<file path="src/llce_pkg.sv">
`timescale 1ns / 1ps

package llce_pkg;

	// Default sizing of the node pool
	localparam int NODE_COUNT_DEF = 256;
	localparam int VALUE_BITS_DEF = 32;

	// Operation codes carried in the func field
	typedef enum logic [3:0] {
		FN_DISPOSE   = 4'd0,
		FN_INS_FIRST = 4'd1,
		FN_FIRST     = 4'd2,
		FN_GET_FIRST = 4'd3,
		FN_DEL_FIRST = 4'd4,
		FN_DEL_AFTER = 4'd5,
		FN_INS_AFTER = 4'd6,
		FN_GET       = 4'd7,
		FN_SET       = 4'd8,
		FN_NEXT      = 4'd9,
		FN_IS_ACTIVE = 4'd10
	} func_t;

	// Operation transfer
	typedef struct packed {
		logic [3:0]         func;
		logic signed [31:0] data;
	} op_item_t;

	// Result transfer
	typedef struct packed {
		logic signed [31:0] value;
		logic               value_valid;
		logic               error;
		logic               sticky_error;
		logic               active;
	} res_item_t;

	// Controller states
	typedef enum logic [2:0] {
		ST_IDLE,
		ST_EXEC,
		ST_DA_LINK,
		ST_DA_FREE,
		ST_IA_LINK,
		ST_IA_HOOK
	} fsm_state_t;

	// Which pointer addresses the node memory read
	typedef enum logic [1:0] {
		RD_FREE,
		RD_HEAD,
		RD_CUR,
		RD_LINK
	} rd_sel_t;

	// Datapath action for one cycle
	typedef enum logic [3:0] {
		ACT_NONE,
		ACT_DISPOSE,
		ACT_INS_FIRST,
		ACT_CUR_FIRST,
		ACT_GET_FIRST,
		ACT_DEL_FIRST,
		ACT_DA_KEEP,
		ACT_DA_LINK_CUR,
		ACT_DA_FREE,
		ACT_IA_TAKE,
		ACT_IA_LINK_N,
		ACT_IA_LINK_CUR,
		ACT_GET,
		ACT_SET,
		ACT_NEXT
	} act_t;

	// Controller to datapath commands
	typedef struct packed {
		logic    load;
		logic    rd_en;
		rd_sel_t rd_sel;
		act_t    act;
		logic    resp;
		logic    err;
	} ctl_t;

	// Datapath to controller status
	typedef struct packed {
		logic head_ok;
		logic cur_ok;
		logic take_ok;
		logic link_ok;
		logic out_free;
	} dp_status_t;

endpackage

</file>
<file path="src/llce_ctrl.sv">
`timescale 1ns / 1ps

module llce_ctrl (
	input  logic                 clk,
	input  logic                 arst_n,
	input  logic                 op_valid,
	input  llce_pkg::op_item_t   op,
	output logic                 op_stall,
	input  llce_pkg::dp_status_t sts,
	output llce_pkg::ctl_t       ctl
);

	llce_pkg::fsm_state_t state_q, state_d;
	logic [3:0]           func_q;

	// Hold the state and the opcode of the operation in flight
	always_ff @(posedge clk or negedge arst_n) begin
		if (!arst_n) begin
			state_q <= llce_pkg::ST_IDLE;
		end else begin
			state_q <= state_d;
		end
	end

	always_ff @(posedge clk) begin
		if (state_q == llce_pkg::ST_IDLE && op_valid) begin
			func_q <= op.func;
		end
	end

	assign op_stall = (state_q != llce_pkg::ST_IDLE);

	// Next state
	always_comb begin
		state_d = state_q;
		case (state_q)
			llce_pkg::ST_IDLE: begin
				if (op_valid) state_d = llce_pkg::ST_EXEC;
			end
			llce_pkg::ST_EXEC: begin
				if (sts.out_free) begin
					state_d = llce_pkg::ST_IDLE;
					if (func_q == llce_pkg::FN_DEL_AFTER && sts.cur_ok && sts.link_ok) begin
						state_d = llce_pkg::ST_DA_LINK;
					end
					if (func_q == llce_pkg::FN_INS_AFTER && sts.cur_ok && sts.take_ok) begin
						state_d = llce_pkg::ST_IA_LINK;
					end
				end
			end
			llce_pkg::ST_DA_LINK: state_d = llce_pkg::ST_DA_FREE;
			llce_pkg::ST_DA_FREE: begin
				if (sts.out_free) state_d = llce_pkg::ST_IDLE;
			end
			llce_pkg::ST_IA_LINK: state_d = llce_pkg::ST_IA_HOOK;
			llce_pkg::ST_IA_HOOK: begin
				if (sts.out_free) state_d = llce_pkg::ST_IDLE;
			end
			default: state_d = llce_pkg::ST_IDLE;
		endcase
	end

	// Commands
	always_comb begin
		ctl        = '0;
		ctl.rd_sel = llce_pkg::RD_FREE;
		ctl.act    = llce_pkg::ACT_NONE;
		case (state_q)
			llce_pkg::ST_IDLE: begin
				// Start the node read for the incoming operation
				if (op_valid) begin
					ctl.load  = 1'b1;
					ctl.rd_en = 1'b1;
					case (op.func)
						llce_pkg::FN_INS_FIRST,
						llce_pkg::FN_INS_AFTER: ctl.rd_sel = llce_pkg::RD_FREE;
						llce_pkg::FN_GET_FIRST,
						llce_pkg::FN_DEL_FIRST: ctl.rd_sel = llce_pkg::RD_HEAD;
						default:                ctl.rd_sel = llce_pkg::RD_CUR;
					endcase
				end
			end
			llce_pkg::ST_EXEC: begin
				if (sts.out_free) begin
					ctl.resp = 1'b1;
					case (func_q)
						llce_pkg::FN_DISPOSE: ctl.act = llce_pkg::ACT_DISPOSE;
						llce_pkg::FN_INS_FIRST: begin
							if (sts.take_ok) ctl.act = llce_pkg::ACT_INS_FIRST;
							else             ctl.err = 1'b1;
						end
						llce_pkg::FN_FIRST: ctl.act = llce_pkg::ACT_CUR_FIRST;
						llce_pkg::FN_GET_FIRST: begin
							if (sts.head_ok) ctl.act = llce_pkg::ACT_GET_FIRST;
							else             ctl.err = 1'b1;
						end
						llce_pkg::FN_DEL_FIRST: begin
							if (sts.head_ok) ctl.act = llce_pkg::ACT_DEL_FIRST;
						end
						llce_pkg::FN_DEL_AFTER: begin
							// Keep the doomed node and fetch its successor
							if (sts.cur_ok && sts.link_ok) begin
								ctl.resp   = 1'b0;
								ctl.act    = llce_pkg::ACT_DA_KEEP;
								ctl.rd_en  = 1'b1;
								ctl.rd_sel = llce_pkg::RD_LINK;
							end
						end
						llce_pkg::FN_INS_AFTER: begin
							if (sts.cur_ok) begin
								if (sts.take_ok) begin
									ctl.resp   = 1'b0;
									ctl.act    = llce_pkg::ACT_IA_TAKE;
									ctl.rd_en  = 1'b1;
									ctl.rd_sel = llce_pkg::RD_CUR;
								end else begin
									ctl.err = 1'b1;
								end
							end
						end
						llce_pkg::FN_GET: begin
							if (sts.cur_ok) ctl.act = llce_pkg::ACT_GET;
							else            ctl.err = 1'b1;
						end
						llce_pkg::FN_SET: begin
							if (sts.cur_ok) ctl.act = llce_pkg::ACT_SET;
						end
						llce_pkg::FN_NEXT: begin
							if (sts.cur_ok) ctl.act = llce_pkg::ACT_NEXT;
						end
						default: ctl.act = llce_pkg::ACT_NONE;
					endcase
				end
			end
			llce_pkg::ST_DA_LINK: ctl.act = llce_pkg::ACT_DA_LINK_CUR;
			llce_pkg::ST_DA_FREE: begin
				if (sts.out_free) begin
					ctl.act  = llce_pkg::ACT_DA_FREE;
					ctl.resp = 1'b1;
				end
			end
			llce_pkg::ST_IA_LINK: ctl.act = llce_pkg::ACT_IA_LINK_N;
			llce_pkg::ST_IA_HOOK: begin
				if (sts.out_free) begin
					ctl.act  = llce_pkg::ACT_IA_LINK_CUR;
					ctl.resp = 1'b1;
				end
			end
			default: ctl.act = llce_pkg::ACT_NONE;
		endcase
	end

endmodule

</file>
<file path="config.mk">
export PLATFORM = sky130hd
export DESIGN_NAME = llce_ctrl
export DESIGN_NICKNAME = d
export VERILOG_FILES = /design/src/llce_pkg.sv /design/src/llce_ctrl.sv
export SDC_FILE = /design/constraint.sdc
export NUM_CORES = 1
export LEC_CHECK = 0
export BUFFER_PORTS_ARGS = -buffer_cell sky130_fd_sc_hd__clkbuf_2
export CORE_UTILIZATION = 42
export CTS_BUF_LIST = sky130_fd_sc_hd__clkbuf_4
export DETAILED_ROUTE_END_ITERATION = 8
export GPL_TIMING_DRIVEN = 0
export PLACE_DENSITY = 0.82
export SYNTH_ARGS = -nofsm -noshare
export SYNTH_HDL_FRONTEND = slang
export SYNTH_SLANG_ARGS = --single-unit
</file>
<file path="constraint.sdc">
create_clock -name clk -period 1.7 [get_ports clk]
set_input_delay 0.255 -clock clk [delete_from_list [all_inputs] [get_ports clk]]
set_output_delay 0.255 -clock clk [all_outputs]
set_load 0.02 [all_outputs]
</file>
# Yosys cells after proc, flatten, opt, wreduce, memory -nomap -nowiden
# Index checks and enable logic that the tools add are counted.
# word_totals
mem_bits_ro	0
mem_count	0
ramBits	0
reg_bits	7
latchBits	0
out_inout_bits	11
wordCells	68
# op_classes
order_cmp	0
n_mul	0
shift	0
div	0
bitwise_logic	0
mux	32
add_sub_neg	0
eq_ne	21
n_reduce_logical	13
# ops
cell	count
$pmux W4 S10	1
$eq A4 B3 Y1 const B	6
$pmux W4 S5	1
$mux W3	6
$mux W9	2
$mux W4	4
$mux W8	2
$pmux W3 S5	1
$eq A4 B2 Y1 const B	3
$pmux W3 S2	2
$mux W5	2
$eq A4 B1 Y1 const B	2
$eq A4 B4 Y1 const B	2
$eq A3 B2 Y1 const B	2
$eq A3 B3 Y1 const B	2
$logic_and A1 B1 Y1	6
$reduce_or A2 Y1	3
$mux W1	5
$logic_not A4 Y1	1
$mux W2	2
$ne A2 B2 Y1 const B	2
$pmux W1 S4	1
$pmux W2 S2	1
$eq A3 B1 Y1 const B	1
other kinds (6)	6

# Logic depth before layout (Yosys ltp)
# Gate-level depths: netlist of run 1.
# depth
ltp_word	7
depth_mapped	7
mapped_depth_nobuf	6

# Worst setup path before layout of run 1
# No wires, ideal clock.
# synth_path
path_kind	reg-to-output
from	reg state_q[0]
to	out ctl[7] in the netlist's numbering
arrival_time_ps	1519
setup_slack_ps	-74
stages_incl_launch_ff	6
t_required_ps	1445
path_cell_list	dfrtp_1 -> nor3_1 -> nand2_1 -> inv_1 -> o21ai_0 -> a21boi_1
# synth_rtl
element	line_no	rtl
start, declared	llce_ctrl.sv:13	llce_pkg::fsm_state_t state_q, state_d;
start signal, assigned	llce_ctrl.sv:19	state_q <= llce_pkg::ST_IDLE;
start signal, assigned	llce_ctrl.sv:21	state_q <= state_d;
end, declared	llce_ctrl.sv:10	output llce_pkg::ctl_t ctl

==> results.yml, run 1 <==
timing:
  finalMaxSlewViolations: 0
  hold_viol: 0
  finalCritPeriodShare: 1.204
  finClkSkew_ps: 6.384
  setup_slack_ps: -347.5
  worstMarginPinSlew_ps: 287.2
  slew_headroom: 0.8078
  setup_viol: 9
  timing.fmax_mhz: 488.4
  rsz0062_at_grt: "true"
  hold_ws_ps: 215.0
  period_minus_slack_ps: 2047
pwr:
  p_total_mw: 0.7440
  ir_worst_vdd_v: 0.0004849
  cellLeakagePower_nw: 0.5637
  power_density_nw_per_um2: 587.6
grt:
  antenna_found_initial: 0
  grt.overflow.total: 0
  grt_pass1_vias: 830
  grt_max_degree: 11
  grt_pass1_wl_um: 3726
  track_usage: 0.2567
synth:
  syn_area_per_cell_um2: 7.959
  ys_ff_latch: 7
  netlist_instances: 97
  synth.distinct_cells: 43
  syn_nets: 142
  ys_seq_area_frac: 0.2528
  yosysWarnings: 0
  mappedNetlistArea_um2: 772.0
floorplan:
  die_area_um2: 2013
  num_rows: 15
  ios: 55
  die_x_um: 44.87
  initial_utilization: 0.4471
  core_um2: 1727
  fp.dieH_um: 44.87
clock_tree:
  clockBufferDepth: 2
  cts.sinks: 7
  clkTransAtPathRegs_ps: 50
  cts_tree: "done"
  insertion_delay_ps: 250
  cts_made_buffers: 3
  cts-root-buf: "clkbuf_4"
  cts_htree_levels: 1
detailed_routing:
  dr.first_iter.drc_count: 38
  via_count: 947
  wirelength_um: 2545
  postRouteAntennaNets: 0
  via_per_inst: 5.705
  wl_per_cell_um: 15.33
  drc: 0
  dr.pass1.iters: 5
finish:
  final_cells: 166
  layout-drive-gt1-share: 0.5603
  fin_nets: 187
  fill_cells: 130
  layout_common_cells: "buf_4 (24), clkbuf_2 (12), nor2_1 (10)"
  ff_latch_area_um2: 196.4
  syn2layout_area_growth_pct: 64.02
  final_common_cell: "buf_4"
  multi_input_area_um2: 633.1
  n_antenna_cell: 0
placement:
  dp.final_hpwl_um: 1351
  placedCellCount: 143
  place.gp.congestion: 0.8773
  io_buffers: 21
setup_path:
  worst_path_largest_cell_delay_ps: 420
  critical_path_class: "reg -> out"
  path_common_cell: "buf_4"
  critPathArrivalTime_ps: 1790
  cp_cell_sequence: "buf_6 > nand3b_1 > nor3_4 > buf_4 > o21a_1 > a211oi_1 > buf_4"
  worstSetupStartpointType: "register"
  critPathSlowestCell: "edfxtp_1"
  cp_max_fo: 4
  cp.required_ps: 1440
  endpoint_kind: "output port"
status:
  violations: "negative setup slack"
  status: "finished with violations"
hold_path:
  hold_path_class: "in -> reg"
job:
  maxCapViolCount: 0
cell type report:
class | instances | share of cell area
timing repair buffer | 40 | 0.2213
tap | 25 | 0.02470
multi-input combinational | 77 | 0.5000
sequential | 7 | 0.1551
buffer | 7 | 0.05731
inverter | 6 | 0.01779
clock buffer | 4 | 0.02372
logic make-up after synthesis:
group,Yosys count,synth area share
AO/OA/AOI/OAI,32,0.2691
XOR/XNOR,1,0.01135
adder cells (fa/ha/maj),1,0.01620
buffers and inverters,13,0.09400
flip-flops,7,0.2528
multiplexers,2,0.02593
AND/OR/NAND/NOR,41,0.3307
worst paths after layout:
| check | startpoint | end | slack, ps | cells past startpoint |
|---|---|---|---|---|
| max | func_q[3]$_DFFE_PP_ | ctl[1] | -350 | 7 |
| min | op[33] | func_q[1]$_DFFE_PP_ | 210 | 1 |
| max reg2reg | func_q[3]$_DFFE_PP_ | state_q[2]$_DFFE_PN0P_ | 160 | 7 |
| min reg2reg | state_q[1]$_DFFE_PN0P_ | state_q[0]$_DFFE_PN0P_ | 650 | 2 |
| max in group asynchronous | arst_n | state_q[0]$_DFFE_PN0P_ | 1230 | 2 |
| min in group asynchronous | arst_n | state_q[0]$_DFFE_PN0P_ | 340 | 2 |
power breakdown:
group | total [mW] | switching (mW) | internal (mW)
clock | 0.167 | 0.0616 | 0.105
sequential | 0.215 | 0.0164 | 0.198
combinational | 0.362 | 0.196 | 0.167
through the flow:
step	instance area [µm²]	setup WS (ps)	utilization	setup TNS (ps)
finish	1266	-347.5	0.7333	-2276
global placement	912.1	-98.45	0.5283	-275.4
detailed placement	912.1	-154.1	0.5283	-443.2
CTS	1160	-251.7	0.6717	-1833
global route	1266	-398.3	0.7333	-2927
floorplan	775.7	-16.56	-	-20.88
state kept, by name (all words and copies together) (netlist names):
| name | count |
|---|---|
| func_q | 4 |
| state_q | 3 |
routing by layer:
| metal | part of all wire | vias up | routed length, µm | GRT usage |
|---|---|---|---|---|
| met5 | 0 | - | 0 | 0 |
| met4 | 0.011 | 0 | 29 | 0.1212 |
| met3 | 0.048 | 4 | 123 | 0.02000 |
| met2 | 0.57 | 48 | 1453 | 0.4559 |
| met1 | 0.37 | 446 | 939 | 0.3134 |
| li1 | - | 449 | - | - |
worst max-delay path, delay by kind of cell, from the launching register on:
kind	cells	cell delay, ps
AO/OA/AOI/OAI	2	170
buffers and inverters	3	490
AND/OR/NAND/NOR	2	450
flip-flops	1	420
what timing repair did:
action                                  CTS  global route
gates resized for setup                  31            28
pin swaps                                12             9
setup buffers                            15             3
hold buffers                              1             0
endpoints found under the setup margin   10            10
hold endpoints to repair                  3             0
gates cloned                              0             0
synthesized netlist by cell type:
master / instances / area share
and2_1: 1 / 0.0081
o21bai_1: 1 / 0.0097
buf_4: 1 / 0.0097
and3_1: 1 / 0.0081
nor3b_1: 1 / 0.0097
nor4_1: 1 / 0.0081
a21oi_1: 6 / 0.039
o31ai_1: 1 / 0.0097
nand2_2: 1 / 0.0081
xnor2_1: 1 / 0.011
o2bb2ai_1: 2 / 0.023
a32o_1: 1 / 0.013
buf_6: 2 / 0.029
o22ai_1: 1 / 0.0081
or3b_2: 2 / 0.023
o21a_1: 1 / 0.0097
a21boi_1: 2 / 0.019
a22oi_1: 2 / 0.019
inv_1: 6 / 0.029
nor2_1: 13 / 0.063
nand3_1: 1 / 0.0065
a31oi_1: 1 / 0.0081
nor4b_2: 1 / 0.019
mux2i_1: 2 / 0.026
edfxtp_1: 4 / 0.16
o21ai_1: 1 / 0.0065
nand3b_1: 3 / 0.029
buf_2: 4 / 0.026
a22o_1: 1 / 0.011
nor4_4: 1 / 0.028
nand2b_4: 1 / 0.018
a21o_1: 1 / 0.0097
a32oi_1: 1 / 0.011
nor3_2: 1 / 0.013
or3b_1: 1 / 0.011
ha_1: 1 / 0.016
nand2_1: 5 / 0.024
o21ai_0: 8 / 0.052
nor3_1: 2 / 0.013
nor2b_1: 1 / 0.0081
nand2b_1: 4 / 0.032
dfrtp_1: 3 / 0.097
a211oi_1: 2 / 0.019
Power figures use the tool's default switching activity.
==> run 2, diff against run 1 <==
--- a/config.mk
+++ b/config.mk
@@ -7,7 +7,7 @@
 export LEC_CHECK = 0
 export BUFFER_PORTS_ARGS = -buffer_cell sky130_fd_sc_hd__clkbuf_2
 export CORE_UTILIZATION = 42
-export CTS_BUF_LIST = sky130_fd_sc_hd__clkbuf_4
+export CTS_BUF_LIST = sky130_fd_sc_hd__clkbuf_8
 export DETAILED_ROUTE_END_ITERATION = 8
 export GPL_TIMING_DRIVEN = 0
 export PLACE_DENSITY = 0.82
==> results.yml, run 2 (synthesized netlist as in run 1, its figures left out) <==
pwr:
  p_total_mw: 0.7995
  cellLeakagePower_nw: 0.5655
  ir_worst_vdd_v: 0.0005070
  power_density_nw_per_um2: 637.7
floorplan:
  initial_utilization: 0.4471
  fp.dieH_um: 44.87
  die_x_um: 44.87
  ios: 55
  core_um2: 1727
  die_area_um2: 2013
  num_rows: 15
grt:
  track_usage: 0.2561
  grt_pass1_vias: 840
  antenna_found_initial: 0
  grt.overflow.total: 0
  grt_pass1_wl_um: 3677
  grt_max_degree: 11
clock_tree:
  cts_made_buffers: 3
  clkTransAtPathRegs_ps: 40
  cts_htree_levels: 1
  cts_tree: "done"
  cts-root-buf: "clkbuf_8"
  clockBufferDepth: 2
  cts.sinks: 7
  insertion_delay_ps: 230
finish:
  final_cells: 166
  n_antenna_cell: 0
  post-route-util: 0.7261
  largest_register_ffs: 4
  final_common_cell: "buf_4"
  layout-drive-gt1-share: 0.5319
  reg_top3: "func_q x4, state_q x3"
  layout_common_cells: "buf_4 (23), clkbuf_2 (12), nor2_1 (11)"
  syn2layout_area_growth_pct: 62.40
  regMostFlops: "func_q"
  fin_nets: 187
detailed_routing:
  dr.first_iter.drc_count: 21
  wl_per_cell_um: 14.67
  dr.pass1.iters: 4
  via_count: 934
  via_per_inst: 5.627
  postRouteAntennaNets: 0
  drc: 0
  wirelength_um: 2436
setup_path:
  cp_max_fo: 4
  worstSetupStartpointType: "register"
  endpoint_kind: "output port"
  critical_path_class: "reg -> out"
  cp.required_ps: 1440
  critPathArrivalTime_ps: 1720
timing:
  worstMarginPinSlew_ps: 280.6
  finClkSkew_ps: 6.375
  hold_viol: 0
  period_minus_slack_ps: 1976
  rsz0062_at_grt: "true"
  setup_viol: 9
  hold_ws_ps: 239.0
  slew_headroom: 0.8109
  finalMaxSlewViolations: 0
  timing.fmax_mhz: 506.0
  finalCritPeriodShare: 1.162
  setup_slack_ps: -276.2
placement:
  dp.final_hpwl_um: 1351
  place.gp.congestion: 0.8773
  io_buffers: 21
  placedCellCount: 143
job:
  maxCapViolCount: 0
status:
  violations: "negative setup slack"
  status: "finished with violations"
hold_path:
  hold_path_class: "in -> reg"
==> run 2: cell count changes in the layout (fill, tap and decap cells not counted), sizes merged <==
cell,delta
buf,-2
clkbuf,+1
inv,+1
==> run 2: what timing repair did <==
| item | CTS | global route |
|---|---|---|
| hold endpoints to repair | 3 | 0 |
| buffers inserted | 15 | 3 |
| pin swaps | 12 | 5 |
| gates resized for setup | 32 | 22 |
| cloned | 0 | 0 |
| endpoints found under the setup margin | 10 | 10 |
| hold buffers | 1 | 0 |
==> run 2: stage by stage <==
step	setup slack [ps]	setup TNS, ps	area, µm²
finish	-276.2	-1924	1254
global route	-333.4	-2455	1254
CTS	-225.0	-1598	1175
detailed placement	-154.1	-443.2	912.1
global placement	-98.45	-275.4	912.1
floorplan	-16.56	-20.88	775.7
==> run 2: final timing paths <==
kind	startpoint	end	slack, ps	cells after the start
setup / recovery	func_q[3]$_DFFE_PP_	ctl[1]	-280	7
hold / removal	op[33]	func_q[1]$_DFFE_PP_	240	1
setup reg to reg	func_q[3]$_DFFE_PP_	state_q[2]$_DFFE_PN0P_	160	7
hold reg to reg	state_q[2]$_DFFE_PN0P_	state_q[0]$_DFFE_PN0P_	620	2
max in group asynchronous	arst_n	state_q[2]$_DFFE_PN0P_	1210	2
min in group asynchronous	arst_n	state_q[1]$_DFFE_PN0P_	360	2
==> run 2: power by group <==
group	total [mW]	internal [mW]	leakage (nW)	switching, mW
combinational	0.349	0.163	0.466	0.186
clock	0.234	0.157	0.0269	0.0777
sequential	0.216	0.199	0.0722	0.0173
total	0.799	0.519	0.565	0.281
==> run 2: worst max-delay path: stages (launching register included) <==
cell,delay [ps]
edfxtp_1,410
buf_6,150
nand3b_1,210
nor3_4,240
buf_4,160
o21a_1,100
a211oi_1,40
buf_4,160
==> run 2: metal layers <==
| layer | track usage | share of wire | wire length (µm) | up-vias |
|---|---|---|---|---|
| li1 | - | - | - | 450 |
| met1 | 0.3167 | 0.40 | 974 | 444 |
| met2 | 0.4294 | 0.55 | 1332 | 35 |
| met3 | 0.02800 | 0.037 | 91 | 5 |
| met4 | 0.1515 | 0.016 | 38 | 0 |
| met5 | 0 | 0 | 0 | - |
==> run 2: layout make-up <==
cell class                 instances  area (µm²)
fill                             132       473.0
inverter                           6       22.52
multi-input combinational         77       600.6
tap                               25       31.28
sequential                         7       198.9
buffer                             7       72.57
timing repair buffer              40       282.8
clock inverter                     1       3.754
clock buffer                       3       41.29
